===== src/rtl/rlsd_pkg.sv =====
// Shared constants and types of the run-length image decoder.
`timescale 1ns / 1ps
`default_nettype none
package rlsd_pkg;

  localparam int ADDR_W  = 24;
  localparam int COUNT_W = 13;
  localparam int BYTE_W  = 8;
  localparam int APB_AW  = 3;
  localparam int APB_DW  = 32;

  localparam logic [1:0] PH_HEADER  = 2'd0;
  localparam logic [1:0] PH_LITERAL = 2'd1;
  localparam logic [1:0] PH_FILL    = 2'd2;

  localparam logic [BYTE_W-1:0]  LIT_FLAG    = 8'h80;
  localparam logic [BYTE_W-1:0]  LIT_MASK    = 8'h7F;
  localparam logic [BYTE_W-1:0]  FILL_BIAS   = 8'd3;
  localparam logic [BYTE_W-1:0]  MAX_LENGTH  = 8'd130;
  localparam logic [COUNT_W-1:0] LIMIT_RESET = 13'h1b00;

  localparam logic REG_BASE  = 1'b0;
  localparam logic REG_LIMIT = 1'b1;

  typedef struct packed {
    logic [ADDR_W-1:0]  base_address;
    logic [COUNT_W-1:0] dest_limit;
  } cfg_t;

  typedef struct packed {
    logic [ADDR_W-1:0] write_address;
    logic [BYTE_W-1:0] write_value;
    logic [BYTE_W-1:0] write_length;
    logic              image_full;
  } burst_t;

endpackage
`default_nettype wire


===== src/rtl/rlsd_ifs.sv =====
// Valid/ready channel interfaces for packed bytes in and burst commands out.
`timescale 1ns / 1ps
`default_nettype none
interface rlsd_in_if;
  logic       valid;
  logic       ready;
  logic [7:0] packed_byte;
  logic       start_req;
  modport source (output valid, output packed_byte, output start_req, input ready);
  modport sink (input valid, input packed_byte, input start_req, output ready);
endinterface

interface rlsd_out_if;
  logic        valid;
  logic        ready;
  logic [23:0] write_address;
  logic [7:0]  write_value;
  logic [7:0]  write_length;
  logic        image_full;
  modport source (output valid, output write_address, output write_value,
                  output write_length, output image_full, input ready);
  modport sink (input valid, input write_address, input write_value,
                input write_length, input image_full, output ready);
endinterface
`default_nettype wire


===== src/rtl/rle_screen_image_decoder.sv =====
// Top level of the packbits-style run-length image decoder.
//
// Packed image bytes enter on in_ch, one item per cycle while in_ch.ready is
// high. A header byte with bit 7 set opens a literal run of (low bits + 1) bytes,
// each leaving as a burst of length 1; a header with bit 7 clear gives a fill of
// (value + 3) copies of the next byte, leaving as one burst. start_req restarts
// decoding at the byte that carries it. Bursts leave on out_ch with address,
// value, clipped length and an image_full flag; once the limit is reached bytes
// are dropped until the next start_req.
// Each burst is registered in the output stage, or in the skid register.
// Throughput: one byte per cycle while in_ch.ready is high; decode and state
// update settle in the cycle of acceptance, set by the 13-bit limit compare
// and length clip. When out_ch stalls, one further burst parks in a skid
// register and in_ch.ready falls until it drains; header bytes do not need
// the output. Reset clears the decode state and the valid flags of both
// output stages; base_address comes up 0 and dest_limit 6912. The APB port
// (psel..pready) writes at the access phase, pready always high.
`timescale 1ns / 1ps
`default_nettype none
module rle_screen_image_decoder
  import rlsd_pkg::*;
(
  input  wire logic              clk,
  input  wire logic              rst_n,
  rlsd_in_if.sink                in_ch,
  rlsd_out_if.source             out_ch,
  input  wire logic              psel,
  input  wire logic              penable,
  input  wire logic              pwrite,
  input  wire logic [APB_AW-1:0] paddr,
  input  wire logic [APB_DW-1:0] pwdata,
  output logic      [APB_DW-1:0] prdata,
  output logic                   pready
);

  cfg_t cfg;

  rlsd_regs u_regs (
    .clk     (clk),
    .rst_n   (rst_n),
    .psel    (psel),
    .penable (penable),
    .pwrite  (pwrite),
    .paddr   (paddr),
    .pwdata  (pwdata),
    .prdata  (prdata),
    .pready  (pready),
    .cfg     (cfg)
  );

  logic [1:0]         phase_r, phase_nxt;
  logic [BYTE_W-1:0]  lit_r, lit_nxt;
  logic [BYTE_W-1:0]  fill_r, fill_nxt;
  logic [COUNT_W-1:0] wr_r, wr_nxt;

  logic [1:0]         phase_eff;
  logic [BYTE_W-1:0]  lit_eff, fill_eff, lit_dec, len;
  logic [COUNT_W-1:0] wr_eff, room, wr_after;
  logic               blocked, emit, accept;
  burst_t             res;

  logic   out_valid_r, out_valid_nxt, skid_valid_r, skid_valid_nxt;
  burst_t out_data_r, out_data_nxt, skid_data_r, skid_data_nxt;

  assign accept = in_ch.valid && in_ch.ready;

  assign phase_eff = in_ch.start_req ? PH_HEADER : phase_r;
  assign lit_eff   = in_ch.start_req ? '0 : lit_r;
  assign fill_eff  = in_ch.start_req ? '0 : fill_r;
  assign wr_eff    = in_ch.start_req ? '0 : wr_r;
  assign blocked   = wr_eff >= cfg.dest_limit;
  assign room      = cfg.dest_limit - wr_eff;
  assign lit_dec   = (lit_eff != '0) ? lit_eff - 8'd1 : '0;

  always_comb begin
    phase_nxt = phase_eff;
    lit_nxt   = lit_eff;
    fill_nxt  = fill_eff;
    emit      = 1'b0;
    len       = 8'd1;
    if (!blocked) begin
      unique case (phase_eff)
        PH_LITERAL: begin
          lit_nxt   = lit_dec;
          phase_nxt = (lit_dec == '0) ? PH_HEADER : PH_LITERAL;
          emit      = 1'b1;
        end
        PH_FILL: begin
          len       = ({{(COUNT_W-BYTE_W){1'b0}}, fill_eff} > room) ?
                      room[BYTE_W-1:0] : fill_eff;
          phase_nxt = PH_HEADER;
          fill_nxt  = '0;
          emit      = 1'b1;
        end
        default: begin
          if ((in_ch.packed_byte & LIT_FLAG) != '0) begin
            lit_nxt   = (in_ch.packed_byte & LIT_MASK) + 8'd1;
            phase_nxt = PH_LITERAL;
          end else begin
            fill_nxt  = in_ch.packed_byte + FILL_BIAS;
            phase_nxt = PH_FILL;
          end
        end
      endcase
    end
  end

  assign wr_after = wr_eff + {{(COUNT_W-BYTE_W){1'b0}}, len};
  assign wr_nxt   = emit ? wr_after : wr_eff;

  assign res.write_address = cfg.base_address + {{(ADDR_W-COUNT_W){1'b0}}, wr_eff};
  assign res.write_value   = in_ch.packed_byte;
  assign res.write_length  = len;
  assign res.image_full    = wr_after >= cfg.dest_limit;

  always_ff @(posedge clk) begin
    if (!rst_n) begin
      phase_r <= PH_HEADER;
      lit_r   <= '0;
      fill_r  <= '0;
      wr_r    <= '0;
    end else if (accept) begin
      phase_r <= phase_nxt;
      lit_r   <= lit_nxt;
      fill_r  <= fill_nxt;
      wr_r    <= wr_nxt;
    end
  end

  always_comb begin
    out_valid_nxt  = out_valid_r;
    out_data_nxt   = out_data_r;
    skid_valid_nxt = skid_valid_r;
    skid_data_nxt  = skid_data_r;
    if (!out_valid_r || out_ch.ready) begin
      if (skid_valid_r) begin
        out_valid_nxt  = 1'b1;
        out_data_nxt   = skid_data_r;
        skid_valid_nxt = 1'b0;
      end else begin
        out_valid_nxt = accept && emit;
        out_data_nxt  = res;
      end
    end else if (accept && emit) begin
      skid_valid_nxt = 1'b1;
      skid_data_nxt  = res;
    end
  end

  always_ff @(posedge clk) begin
    if (!rst_n) begin
      out_valid_r  <= 1'b0;
      skid_valid_r <= 1'b0;
    end else begin
      out_valid_r  <= out_valid_nxt;
      skid_valid_r <= skid_valid_nxt;
    end
  end

  always_ff @(posedge clk) begin
    out_data_r  <= out_data_nxt;
    skid_data_r <= skid_data_nxt;
  end

  assign in_ch.ready          = !skid_valid_r;
  assign out_ch.valid         = out_valid_r;
  assign out_ch.write_address = out_data_r.write_address;
  assign out_ch.write_value   = out_data_r.write_value;
  assign out_ch.write_length  = out_data_r.write_length;
  assign out_ch.image_full    = out_data_r.image_full;

  a_skid_behind_out: assert property (@(posedge clk) disable iff (!rst_n)
    skid_valid_r |-> out_valid_r)
    else $error("skid stage holds an item while the output stage is empty");

  a_length_range: assert property (@(posedge clk) disable iff (!rst_n)
    out_valid_r |-> (out_data_r.write_length != '0) &&
                    (out_data_r.write_length <= MAX_LENGTH))
    else $error("burst length out of range");

  a_stall_parks: assert property (@(posedge clk) disable iff (!rst_n)
    (out_valid_r && !out_ch.ready && accept && emit) |=> skid_valid_r)
    else $error("burst lost while output stalled");

endmodule
`default_nettype wire


===== src/rtl/rlsd_regs.sv =====
// APB configuration registers: base address and destination limit.
`timescale 1ns / 1ps
`default_nettype none
module rlsd_regs
  import rlsd_pkg::*;
(
  input  wire logic              clk,
  input  wire logic              rst_n,
  input  wire logic              psel,
  input  wire logic              penable,
  input  wire logic              pwrite,
  input  wire logic [APB_AW-1:0] paddr,
  input  wire logic [APB_DW-1:0] pwdata,
  output logic      [APB_DW-1:0] prdata,
  output logic                   pready,
  output cfg_t                   cfg
);

  cfg_t cfg_r;
  cfg_t cfg_nxt;
  logic wr_en;
  logic reg_sel;

  assign pready  = 1'b1;
  assign wr_en   = psel && penable && pwrite;
  assign reg_sel = paddr[2];

  always_comb begin
    cfg_nxt = cfg_r;
    if (wr_en) begin
      unique case (reg_sel)
        REG_BASE:  cfg_nxt.base_address = pwdata[ADDR_W-1:0];
        REG_LIMIT: cfg_nxt.dest_limit   = pwdata[COUNT_W-1:0];
        default:   cfg_nxt = cfg_r;
      endcase
    end
  end

  always_ff @(posedge clk) begin
    if (!rst_n) begin
      cfg_r.base_address <= '0;
      cfg_r.dest_limit   <= LIMIT_RESET;
    end else begin
      cfg_r <= cfg_nxt;
    end
  end

  always_comb begin
    unique case (reg_sel)
      REG_BASE:  prdata = {{(APB_DW-ADDR_W){1'b0}}, cfg_r.base_address};
      REG_LIMIT: prdata = {{(APB_DW-COUNT_W){1'b0}}, cfg_r.dest_limit};
      default:   prdata = '0;
    endcase
  end

  assign cfg = cfg_r;

endmodule
`default_nettype wire

===== src/flat_wrapper.sv =====
// flat-port wrapper written by rule: the top's interface ports become plain ports
module rle_screen_image_decoder_flat import rlsd_pkg::*;
  (clk, rst_n, psel, penable, pwrite, paddr, pwdata, prdata, pready, in_ch_valid, in_ch_packed_byte, in_ch_start_req, in_ch_ready, out_ch_valid, out_ch_write_address, out_ch_write_value, out_ch_write_length, out_ch_image_full, out_ch_ready);
  rlsd_in_if in_ch_i ();
  rlsd_out_if out_ch_i ();
  input  wire logic clk;
  input  wire logic rst_n;
  input  wire logic psel;
  input  wire logic penable;
  input  wire logic pwrite;
  input  wire logic [APB_AW-1:0] paddr;
  input  wire logic [APB_DW-1:0] pwdata;
  output logic      [APB_DW-1:0] prdata;
  output logic pready;
  input wire logic [$bits(in_ch_i.valid)-1:0] in_ch_valid;
  input wire logic [$bits(in_ch_i.packed_byte)-1:0] in_ch_packed_byte;
  input wire logic [$bits(in_ch_i.start_req)-1:0] in_ch_start_req;
  output wire logic [$bits(in_ch_i.ready)-1:0] in_ch_ready;
  output wire logic [$bits(out_ch_i.valid)-1:0] out_ch_valid;
  output wire logic [$bits(out_ch_i.write_address)-1:0] out_ch_write_address;
  output wire logic [$bits(out_ch_i.write_value)-1:0] out_ch_write_value;
  output wire logic [$bits(out_ch_i.write_length)-1:0] out_ch_write_length;
  output wire logic [$bits(out_ch_i.image_full)-1:0] out_ch_image_full;
  input wire logic [$bits(out_ch_i.ready)-1:0] out_ch_ready;
  assign in_ch_i.valid = in_ch_valid;
  assign in_ch_i.packed_byte = in_ch_packed_byte;
  assign in_ch_i.start_req = in_ch_start_req;
  assign in_ch_ready = in_ch_i.ready;
  assign out_ch_valid = out_ch_i.valid;
  assign out_ch_write_address = out_ch_i.write_address;
  assign out_ch_write_value = out_ch_i.write_value;
  assign out_ch_write_length = out_ch_i.write_length;
  assign out_ch_image_full = out_ch_i.image_full;
  assign out_ch_i.ready = out_ch_ready;
  rle_screen_image_decoder u_core (.clk(clk), .rst_n(rst_n), .in_ch(in_ch_i), .out_ch(out_ch_i), .psel(psel), .penable(penable), .pwrite(pwrite), .paddr(paddr), .pwdata(pwdata), .prdata(prdata), .pready(pready));
endmodule

===== config.mk =====
export PLATFORM = sky130hd
export DESIGN_NAME = rle_screen_image_decoder_flat
export DESIGN_NICKNAME = d
export VERILOG_FILES = /design/src/rtl/rlsd_pkg.sv /design/src/rtl/rlsd_ifs.sv /design/src/rtl/rle_screen_image_decoder.sv /design/src/rtl/rlsd_regs.sv /design/src/flat_wrapper.sv
export SDC_FILE = /design/constraint.sdc
export NUM_CORES = 1
export LEC_CHECK = 0
export BUFFER_PORTS_ARGS = -buffer_cell sky130_fd_sc_hd__buf_2
export CORE_UTILIZATION = 60
export DETAILED_ROUTE_END_ITERATION = 8
export PLACE_DENSITY = 0.94
export SYNTH_ARGS = -nofsm -noshare
export SYNTH_HDL_FRONTEND = slang
export SYNTH_HIERARCHICAL = 1
export SYNTH_SLANG_ARGS = --single-unit

===== constraint.sdc =====
create_clock -name clk -period 20.4 [get_ports clk]
set_input_delay 1.02 -clock clk [delete_from_list [all_inputs] [get_ports clk]]
set_output_delay 1.02 -clock clk [all_outputs]
set_load 0.005 [all_outputs]

# After elaboration in Yosys (flattened, before gate mapping)
# Index checks and enable logic that the tools add are counted.
[classes]
addsub = 6
n_mul = 0
div = 0
order_cmp = 3
eq_ne = 2
n_shift = 0
mux = 24
bitwise_logic = 3
reduce_logical = 14
[ops]
columns = ["cell", "count"]
rows = [
  ["$mux W8", 10],
  ["$pmux W32 S2", 1],
  ["$mux W41", 1],
  ["$pmux W8 S2", 2],
  ["$ge A13 B13 Y1", 2],
  ["$mux W13", 2],
  ["$add A24 B13 Y24", 1],
  ["$add A13 B8 Y13", 1],
  ["$gt A8 B13 Y1", 1],
  ["$sub A13 B13 Y13", 1],
  ["$add A7 B1 Y8 const B", 1],
  ["$add A8 B2 Y8 const B", 1],
  ["$logic_not A8 Y1", 1],
  ["$reduce_bool A8 Y1", 1],
  ["$sub A8 B1 Y8 const B", 1],
  ["$mux W2", 3],
  ["$reduce_and A2 Y1", 3],
  ["$logic_and A1 B1 Y1", 4],
  ["$mux W1", 4],
  ["$pmux W2 S2", 1],
  ["$reduce_or A2 Y1", 2],
  ["$not A1 Y1", 3],
  ["$eq A2 B1 Y1 const B", 1],
  ["$eq A2 B2 Y1 const B", 1],
  ["other kinds (2)", 3],
]
[word_totals]
register_bits = 152
latch_bits = 0
ramBits = 0
rom_bits = 0
in_bits = 51
wordCells = 68
memories = 0

# Depth between registers and ports, before layout
# Gate-level depths: netlist of the first run.
[depth]
depth_word = 9
depth_mapped = 34

# Cells and area by module
# The synthesis of the first run kept the hierarchy.
[by_module_without_submodules]
columns = ["module", "n_inst", "cells_per_inst", "area_per_inst_um2"]
rows = [
  ["rle_screen_image_decoder", 1, 760, 7542.2],
  ["rlsd_regs", 1, 192, 1798.0],
]

# Worst setup path before layout of the first run
# OpenSTA, ideal clock, no wires.
[synth_path]
path_kind = "input to register"
from = "input port in_ch_start_req"
to = "register u_core.out_data_r (netlist bit u_core/out_ch.image_full), data pin"
setup_time_ns = 0.256
arrival_ns = 7.081
required_time_ns = 20.144
setup_slack_ns = 13.063
cell_stages = 33
n_path_buf = 3
cell_sequence = "inv_1 -> buf_6 -> buf_6 -> clkbuf_1 -> nand2_1 -> fa_1 -> a21oi_1 -> o2bb2ai_1 -> nor2_1 -> xor2_1 -> ha_1 -> a211o_1 -> nor2_1 -> a211oi_1 -> o221ai_1 -> a311oi_2 -> o211ai_4 -> mux2i_1 -> or2_2 -> ha_1 -> inv_1 -> fa_1 -> nor2b_1 -> o21a_1 -> o311ai_0 -> nor2b_1 -> xnor2_1 -> ha_1 -> a21o_1 -> a21o_1 -> a211oi_1 -> o21ai_0 -> a31o_2"
[synth_via]
elab_chain_len = 9
[synth_lines]
columns = ["item", "line_no", "source"]
rows = [
  ["start, declared", "flat_wrapper.sv:17", "input wire logic [$bits(in_ch_i.start_req)-1:0] in_ch_start_req;"],
  ["$mux W13", "rle_screen_image_decoder.sv:70", "assign wr_eff = in_ch.start_req ? '0 : wr_r;"],
  ["$sub A13 B13 Y13", "rle_screen_image_decoder.sv:72", "assign room = cfg.dest_limit - wr_eff;"],
  ["$gt A8 B13 Y1", "rle_screen_image_decoder.sv:89", "len = ({{(COUNT_W-BYTE_W){1'b0}}, fill_eff} > room) ?"],
  ["$mux W8", "rle_screen_image_decoder.sv:89", ""],
  ["$mux W8", "rle_screen_image_decoder.sv:82", "unique case (phase_eff)"],
  ["$mux W8 *", "rle_screen_image_decoder.sv:81", "if (!blocked) begin"],
  ["named net u_core.len[0]", "rle_screen_image_decoder.sv:57", "logic [BYTE_W-1:0] lit_eff, fill_eff, lit_dec, len;"],
  ["$add A13 B8 Y13 *", "rle_screen_image_decoder.sv:108", "assign wr_after = wr_eff + {{(COUNT_W-BYTE_W){1'b0}}, len};"],
  ["$ge A13 B13 Y1 *", "rle_screen_image_decoder.sv:114", "assign res.image_full = wr_after >= cfg.dest_limit;"],
  ["$mux W41 *", "rle_screen_image_decoder.sv:136", "if (skid_valid_r) begin"],
  ["end signal, assigned", "rle_screen_image_decoder.sv:161", "out_data_r <= out_data_nxt;"],
  ["end, declared", "rle_screen_image_decoder.sv:63", "burst_t out_data_r, out_data_nxt, skid_data_r, skid_data_nxt;"],
]
# The timed path passes the listed nets; every way through them passes the cells marked *.
# A chain may end at the register's enable or synchronous reset.

# Worst setup path in the final report of the first run
# Same ends and word-level chain as after synthesis.

==> results of run 1 <==
## sequential cells by signal, summed over array words and instances (netlist names)
| name | flops |
|---|---|
| u_core/out_ch.image_full | 1 |
| u_core/out_ch.write_address | 24 |
| u_core/out_ch.write_value | 8 |
| u_core/wr_r | 13 |
| u_core/lit_r | 8 |
| u_core/phase_r | 2 |
| u_core/skid_valid_r | 1 |
| u_core/fill_r | 8 |
| u_core/skid_data_r | 41 |
| u_core/u_regs/cfg | 37 |
| u_core/out_ch.write_length | 8 |
| u_core/out_ch.valid | 1 |
## worst min path at each step
stage,start,to,slack [ps]
after CTS,u_core/fill_r[4],u_core/fill_r[4],470
after global placement,u_core/fill_r[5],u_core/fill_r[5],440
after global routing,u_core/fill_r[4],u_core/fill_r[4],490
after floorplan,u_core/fill_r[4],u_core/fill_r[4],420
after detailed placement,u_core/fill_r[5],u_core/fill_r[5],450
final,u_core/fill_r[4],u_core/fill_r[4],470
## cell usage after synthesis, types with 4 or more instances
| cell type | count |
|---|---|
| ha_1 | 62 |
| clkbuf_1 | 19 |
| o31ai_1 | 6 |
| nand2_1 | 143 |
| nand3_1 | 16 |
| mux2_4 | 6 |
| mux2i_1 | 41 |
| a21o_1 | 9 |
| o21ai_1 | 4 |
| nand2b_1 | 4 |
| a211oi_1 | 5 |
| or2_2 | 6 |
| xnor2_1 | 37 |
| nor2_1 | 50 |
| o211ai_1 | 4 |
| mux2_2 | 37 |
| buf_6 | 9 |
| a22oi_1 | 7 |
| nor3_1 | 20 |
| a22o_1 | 11 |
| dfxtp_1 | 70 |
| o21a_1 | 9 |
| xor2_1 | 13 |
| o221ai_1 | 5 |
| a31oi_1 | 4 |
| nand4_1 | 9 |
| inv_1 | 60 |
| or3_1 | 6 |
| o31ai_2 | 6 |
| buf_4 | 10 |
| a21oi_1 | 41 |
| and3_1 | 5 |
| a31o_2 | 4 |
| o21ai_0 | 37 |
| edfxtp_1 | 82 |
| buf_2 | 4 |
| nor2b_1 | 34 |
## worst min-delay path: stages, from the launching register on
cell	delay (ps)
dfxtp_1	330
nand2_1	50
o21ai_0	60
## power by group
group	leakage [nW]	internal, mW	switching, mW	total, mW
registers	1.41	0.328	0.00493	0.333
clock network	0.278	0.183	0.134	0.317
logic	2.97	0.0290	0.0443	0.0733
total	4.66	0.540	0.183	0.723
## area by class of cell
type	count	share of cell area (%)
flip-flops and latches	152	36.92
well taps	188	2.247
inverters	61	2.188
diodes	1	0.02391
clock inverters	14	1.542
multi-input cells	700	47.36
clock buffers	18	4.100
repair buffers	114	5.619
## through the flow
stage	instance area, um2	cells
5_1_grt	10470	1248
4_1_cts	10460	1247
2_1_floorplan	9366	959
6_report	10470	1248
3_5_place_dp	9873	1215
3_3_place_gp	9873	1215
## routing by layer
layer,vias to the layer above,global-route usage (%),share of wire (%)
met4,0,12.04,3.0
met2,459,49.79,48
li1,3578,-,-
met3,74,5.314,8.1
met1,3662,38.72,41
met5,-,0,0
## logic make-up after synthesis
group,after synthesis,synth area share (%)
xor+xnor,50,4.689
buf+inv,107,5.894
mux,84,9.819
flops,152,41.37
simple gates,307,15.11
compound gates,185,14.09
fa+ha+maj,65,8.948
other cells,2,0.08041
==> impl_results.md, run 1 <==
- WS Path Type: in -> reg
- Fin crit period: 7805 ps
- Worst-case clock buffer depth: 2
- Commonest cells after routing, fill and taps aside: nand2_1 (143), buf_2 (107), edfxtp_1 (82)
- Pwr Total: 0.7232 mW
- Grt ovf: 0
- VDD IR max: 0.06197 mV
- Post-synthesis sequential area ratio: 41.37%
- Largest area contributor in the netlist: edfxtp_1
- Reg area: 3864 um2
- Synth Register Bits: between 150 and 200
- DRC Markers: 0
- Core area: 15200 um2
- Setup TNS: 0 ps
- FP Rows: 45
- Clk Latency, worst-skew pair: 430 ps
- Avg Cell Area, Syn: 9.811 um2
- Class of the worst hold path: reg -> reg
- Post-CTS Setup Bufs: 0
- Clock root buffer: clkbuf_16
- I/O pin count: 127
- Die area: 16070 um2
- Setup crit start kind: primary input
- Hold Worst Slack: 467.7 ps
- Synthesized area: 9340 um2
- Post-synth top area share: 26.36%
- Reg clk slew, reported paths: roughly 60 ps
- Buf+Inv Stages, Crit Path: 3
- Largest net degree at the start of global routing: 80
- Wirelength, routed: about 24000 um
- Number of global-route vias before repair: 7459
- Fmax: about 0.13 GHz
- Worst Skew: 11.36 ps
- Final setup viols: 0
- Fraction of layout cells with a size suffix above 1: approximately 20%
- First-pass GRT wire length: 37510 um
- Routed len/inst: 18.91 um
- Static Leak: 4.656 nW
- Critical path startpoint: in_ch_start_req
- Util after Layout: between 60 and 70%
- Hold path cells: 2
- Outcome: finished clean
- Final Hold Vio Count: 0
- Synthesis-to-finish area growth: 12.06%
- CP Max Fanout: 16
- TritonCTS Buffers: 17
- Nets: 1162
- Worst slew pin tran: roughly 1200 ps
- Critical Path AT: 7980 ps
- Number of clock sinks: 152
- Die Wd: 126.8 um
- Worst r2r dst: u_core/out_ch.image_full
- Initial drt markers: 816
- Antenna violation net count after detailed routing: 0
- RSZ-0062 raised after global routing: false
- Post-cts resize count: 0
- Max Cap Viol: 0
- Slew HR: 20.57%
- Port Buf Inserts: between 100 and 150
- TritonCTS clock tree: yes
- R2R depth: 31
- TritonRoute pass-1 iters: 5
- CP max-delay cell: o311ai_0
- Dominant synthesized flop cell: edfxtp_1
- Power per cell area: 69.10 nW/um2
- Post-synth EDFFs: 82
- Dpl hpwl: 16110 um
- WP data required: 20580 ps
- DIE HEIGHT: 126.8 um
- Synth Instances: between 900 and 1000
- Crit. path cell count: 31
- Gr usage total: 29.91%
- Area of the multi-input gates: just under 5000 um2
- R2R setup slack: 13180 ps
- Async S/R FF share, synth: 0%
- Reg2reg start: u_core/wr_r[0]
- Setup WS post-layout: 12590 ps
- Crit path top cell by count: ha_1
- Yosys synthesis warning count: 6
- CTS hold repair buffers: 0
- Initial Utilization: 61.44%
- RePlAce Congestion: about 0.95
- Initial antenna violation count: 1
- CTS H-Tree Depth: 4
- Worst path max stage delay: 430 ps
- Final worst-path cycle share: 38.26%
- Post-place setup slack: between 10000 and 15000 ps
- Worst path top cell family by delay: compound AO/OA/AOI/OAI gates
- Crit path capture type: flop
- Fill cells: 1055
- Commonest non-fill, non-tap cell in the layout: nand2_1
- Synth cell types: 73
- CP Capture Point: u_core/out_ch.image_full
- Largest cells by area after synthesis: edfxtp_1 (26%), dfxtp_1 (15%), ha_1 (8.3%)
- Final Max Tran Viols: 0
- Via density: 6.228
- Vias: 7773
Note: power is estimated with default switching activity, not from simulation.
==> inputs of run 2 (changes only) <==
CORE_UTILIZATION = 59   (was 60)
PLACE_DENSITY = 0.92   (was 0.94)
clock period = 7.9 ns   (was 20.4 ns; I/O delays follow)
==> run 2 against run 1 <==
Die area grew 1.7%. Non-clock buffer count shrank 1. Core utilization decreased by 0.46 points. Critical path type is now reg -> reg. Cell area hardly changed. Sequential share of layout area about the same. Wire length shrank 1.6%. Worst setup slack worse by 12000 ps. Largest power group unchanged.
==> impl_results.md, run 2 (synthesis results as in run 1) <==
- WP data required: 8100 ps (-12480 ps)
- Core area: 15310 um2 (+0.74%)
- Synthesis-to-finish area growth: 12.14% (about the same)
- Critical Path AT: 7220 ps (-760 ps)
- Fin crit period: 7022 ps
- Worst Min Path Start: pwdata[22]
- Post-CTS Setup Bufs: 0 (unchanged)
- CP Max Fanout: 8 (-8)
- RSZ-0062 raised after global routing: false
- Setup crit start kind: flop
- Wirelength, routed: 23230 um (-1.6%)
- TritonRoute pass-1 iters: 6 (+1)
- DRC Markers: 0 (unchanged)
- Worst slew pin tran: 1268 ps (+76.37 ps)
- Reg2reg start: u_core/wr_r[0]
- Setup WS post-layout: 878.0 ps (-11720 ps)
- Setup TNS: 0 ps (unchanged)
- Crit path capture type: flop
- Commonest cells after routing, fill and taps aside: nand2_1 (143), buf_2 (107), edfxtp_1 (82)
- Worst path top cell family by delay: compound AO/OA/AOI/OAI gates
- Pwr Total: 1.858 mW (+160%)
- Commonest non-fill, non-tap cell in the layout: nand2_1
- Initial antenna violation count: 0 (-1)
- Number of clock sinks: 152 (unchanged)
- Static Leak: 4.647 nW (-0.21%)
- Initial drt markers: 930 (+14%)
- Max Cap Viol: 0 (unchanged)
- R2R depth: 32 (+3.2%)
- CP max-delay cell: o311ai_0
- Reg clk slew, reported paths: 60 ps (about the same)
- Worst r2r dst: u_core/out_ch.image_full
- Dpl hpwl: 15950 um (-0.97%)
- Gr usage total: 29.20% (-0.71 points)
- Initial Utilization: 60.99% (-0.45 points)
- TritonCTS Buffers: 17 (unchanged)
- Buf+Inv Stages, Crit Path: 2 (-1)
- Reg with most FFs: u_core/skid_data_r
- Via density: 6.057 (-2.8%)
- RePlAce Congestion: 0.9245 (-2.8%)
- Worst Skew: 9.848 ps (-1.511 ps)
- Port Buf Inserts: 107 (unchanged)
- I/O pin count: 127 (unchanged)
- Clock root buffer: clkbuf_16
- Antenna violation net count after detailed routing: 0 (unchanged)
- Class of the worst hold path: in -> reg
- Hold path cells: 3 (+1)
- WS Path Type: reg -> reg
- Max reg flops: 41 (unchanged)
- Power per cell area: 177.4 nW/um2 (+160%)
- Hold Worst Slack: 192.9 ps (-274.8 ps)
- Post-place setup slack: 831.4 ps (-11500 ps)
- DIE HEIGHT: 127.8 um (+0.83%)
- Hold EP: u_core/u_regs/cfg[35]
- N_diodes: 0 (-1)
- R2R setup slack: 880 ps (-12300 ps)
- Routed len/inst: 18.30 um (-3.2%)
- CTS hold repair buffers: 0 (unchanged)
- Slew HR: 15.48% (-5.1 points)
- CTS H-Tree Depth: 4 (unchanged)
- Grt ovf: 0 (unchanged)
- Die area: 16340 um2 (+1.7%)
- VDD IR max: 0.1625 mV (+160%)
- TritonCTS clock tree: yes
- Nets: 1161 (-0.086%)
- Fmax: 0.1424 GHz
- Final worst-path cycle share: 88.89%
- First-pass GRT wire length: 36790 um (-1.9%)
- Final Max Tran Viols: 0 (unchanged)
- Die Wd: 127.8 um (+0.83%)
- Outcome: finished clean
- Vias: 7686 (-1.1%)
- Worst-case clock buffer depth: 2 (unchanged)
- Final Hold Vio Count: 0 (unchanged)
- FP Rows: 45 (unchanged)
- Post-cts resize count: 0 (unchanged)
- Largest net degree at the start of global routing: 80 (unchanged)
- Fraction of layout cells with a size suffix above 1: 20.04% (-0.17 points)
- Worst path max stage delay: 430 ps (about the same)
- Number of global-route vias before repair: 7199 (-3.5%)
- Final setup viols: 0 (unchanged)
- Clk Latency, worst-skew pair: 440 ps (about the same)
[run 2: power by group]
| group | internal, mW | switching, mW |
|---|---|---|
| registers | 0.848 | 0.0124 |
| logic | 0.0750 | 0.114 |
| clock network | 0.468 | 0.341 |
| total | 1.39 | 0.467 |
[run 2: per-stage QoR]
| stage | std cells | utilization [%] | area (um2) |
|---|---|---|---|
| after floorplan | 959 | - | 9366 |
| after global placement | 1237 | 64.61 | 9894 |
| after detailed placement | 1237 | 64.61 | 9894 |
| after CTS | 1269 | 68.39 | 10470 |
| after global routing | 1269 | 68.39 | 10470 |
| final | 1269 | 68.39 | 10470 |
[run 2: layer usage]
layer | up-vias | GRT usage (%) | part of all wire, %
li1 | 3569 | - | -
met1 | 3654 | 38.10 | 43
met2 | 399 | 47.22 | 47
met3 | 64 | 6.093 | 7.5
met4 | 0 | 12.25 | 3.0
met5 | - | 0 | 0
[run 2: final cells by class]
| class | instances | area [um2] |
|---|---|---|
| clock buffer | 19 | 432.9 |
| clock inverter | 13 | 146.4 |
| fill | 1150 | 4841 |
| inverter | 61 | 229.0 |
| multi-input combinational | 700 | 4957 |
| sequential | 152 | 3864 |
| tap | 211 | 264.0 |
| timing repair buffer | 113 | 580.6 |
[run 2: worst max path at each step]
stage	cells after the start	endpoint	slack (ps)	startpoint
global route	32	u_core/out_ch.image_full	380	u_core/wr_r[0]
floorplan	33	u_core/out_ch.image_full	1190	in_ch_start_req
global placement	32	u_core/out_ch.image_full	850	in_ch_start_req
finish	32	u_core/out_ch.image_full	880	u_core/wr_r[0]
CTS	32	u_core/out_ch.image_full	1020	u_core/wr_r[0]
detailed placement	32	u_core/out_ch.image_full	830	in_ch_start_req
[run 2: worst reg2reg max path, delay by kind of cell (launching register included)]
kind | cells | cell delay [ps]
buffers and inverters | 2 | 130
muxes | 1 | 180
xor gates and xnor gates | 2 | 350
and+or+nand+nor | 7 | 1310
AOI/OAI and AO/OA | 14 | 2890
adders and majority gates | 6 | 1600
DFF | 1 | 330
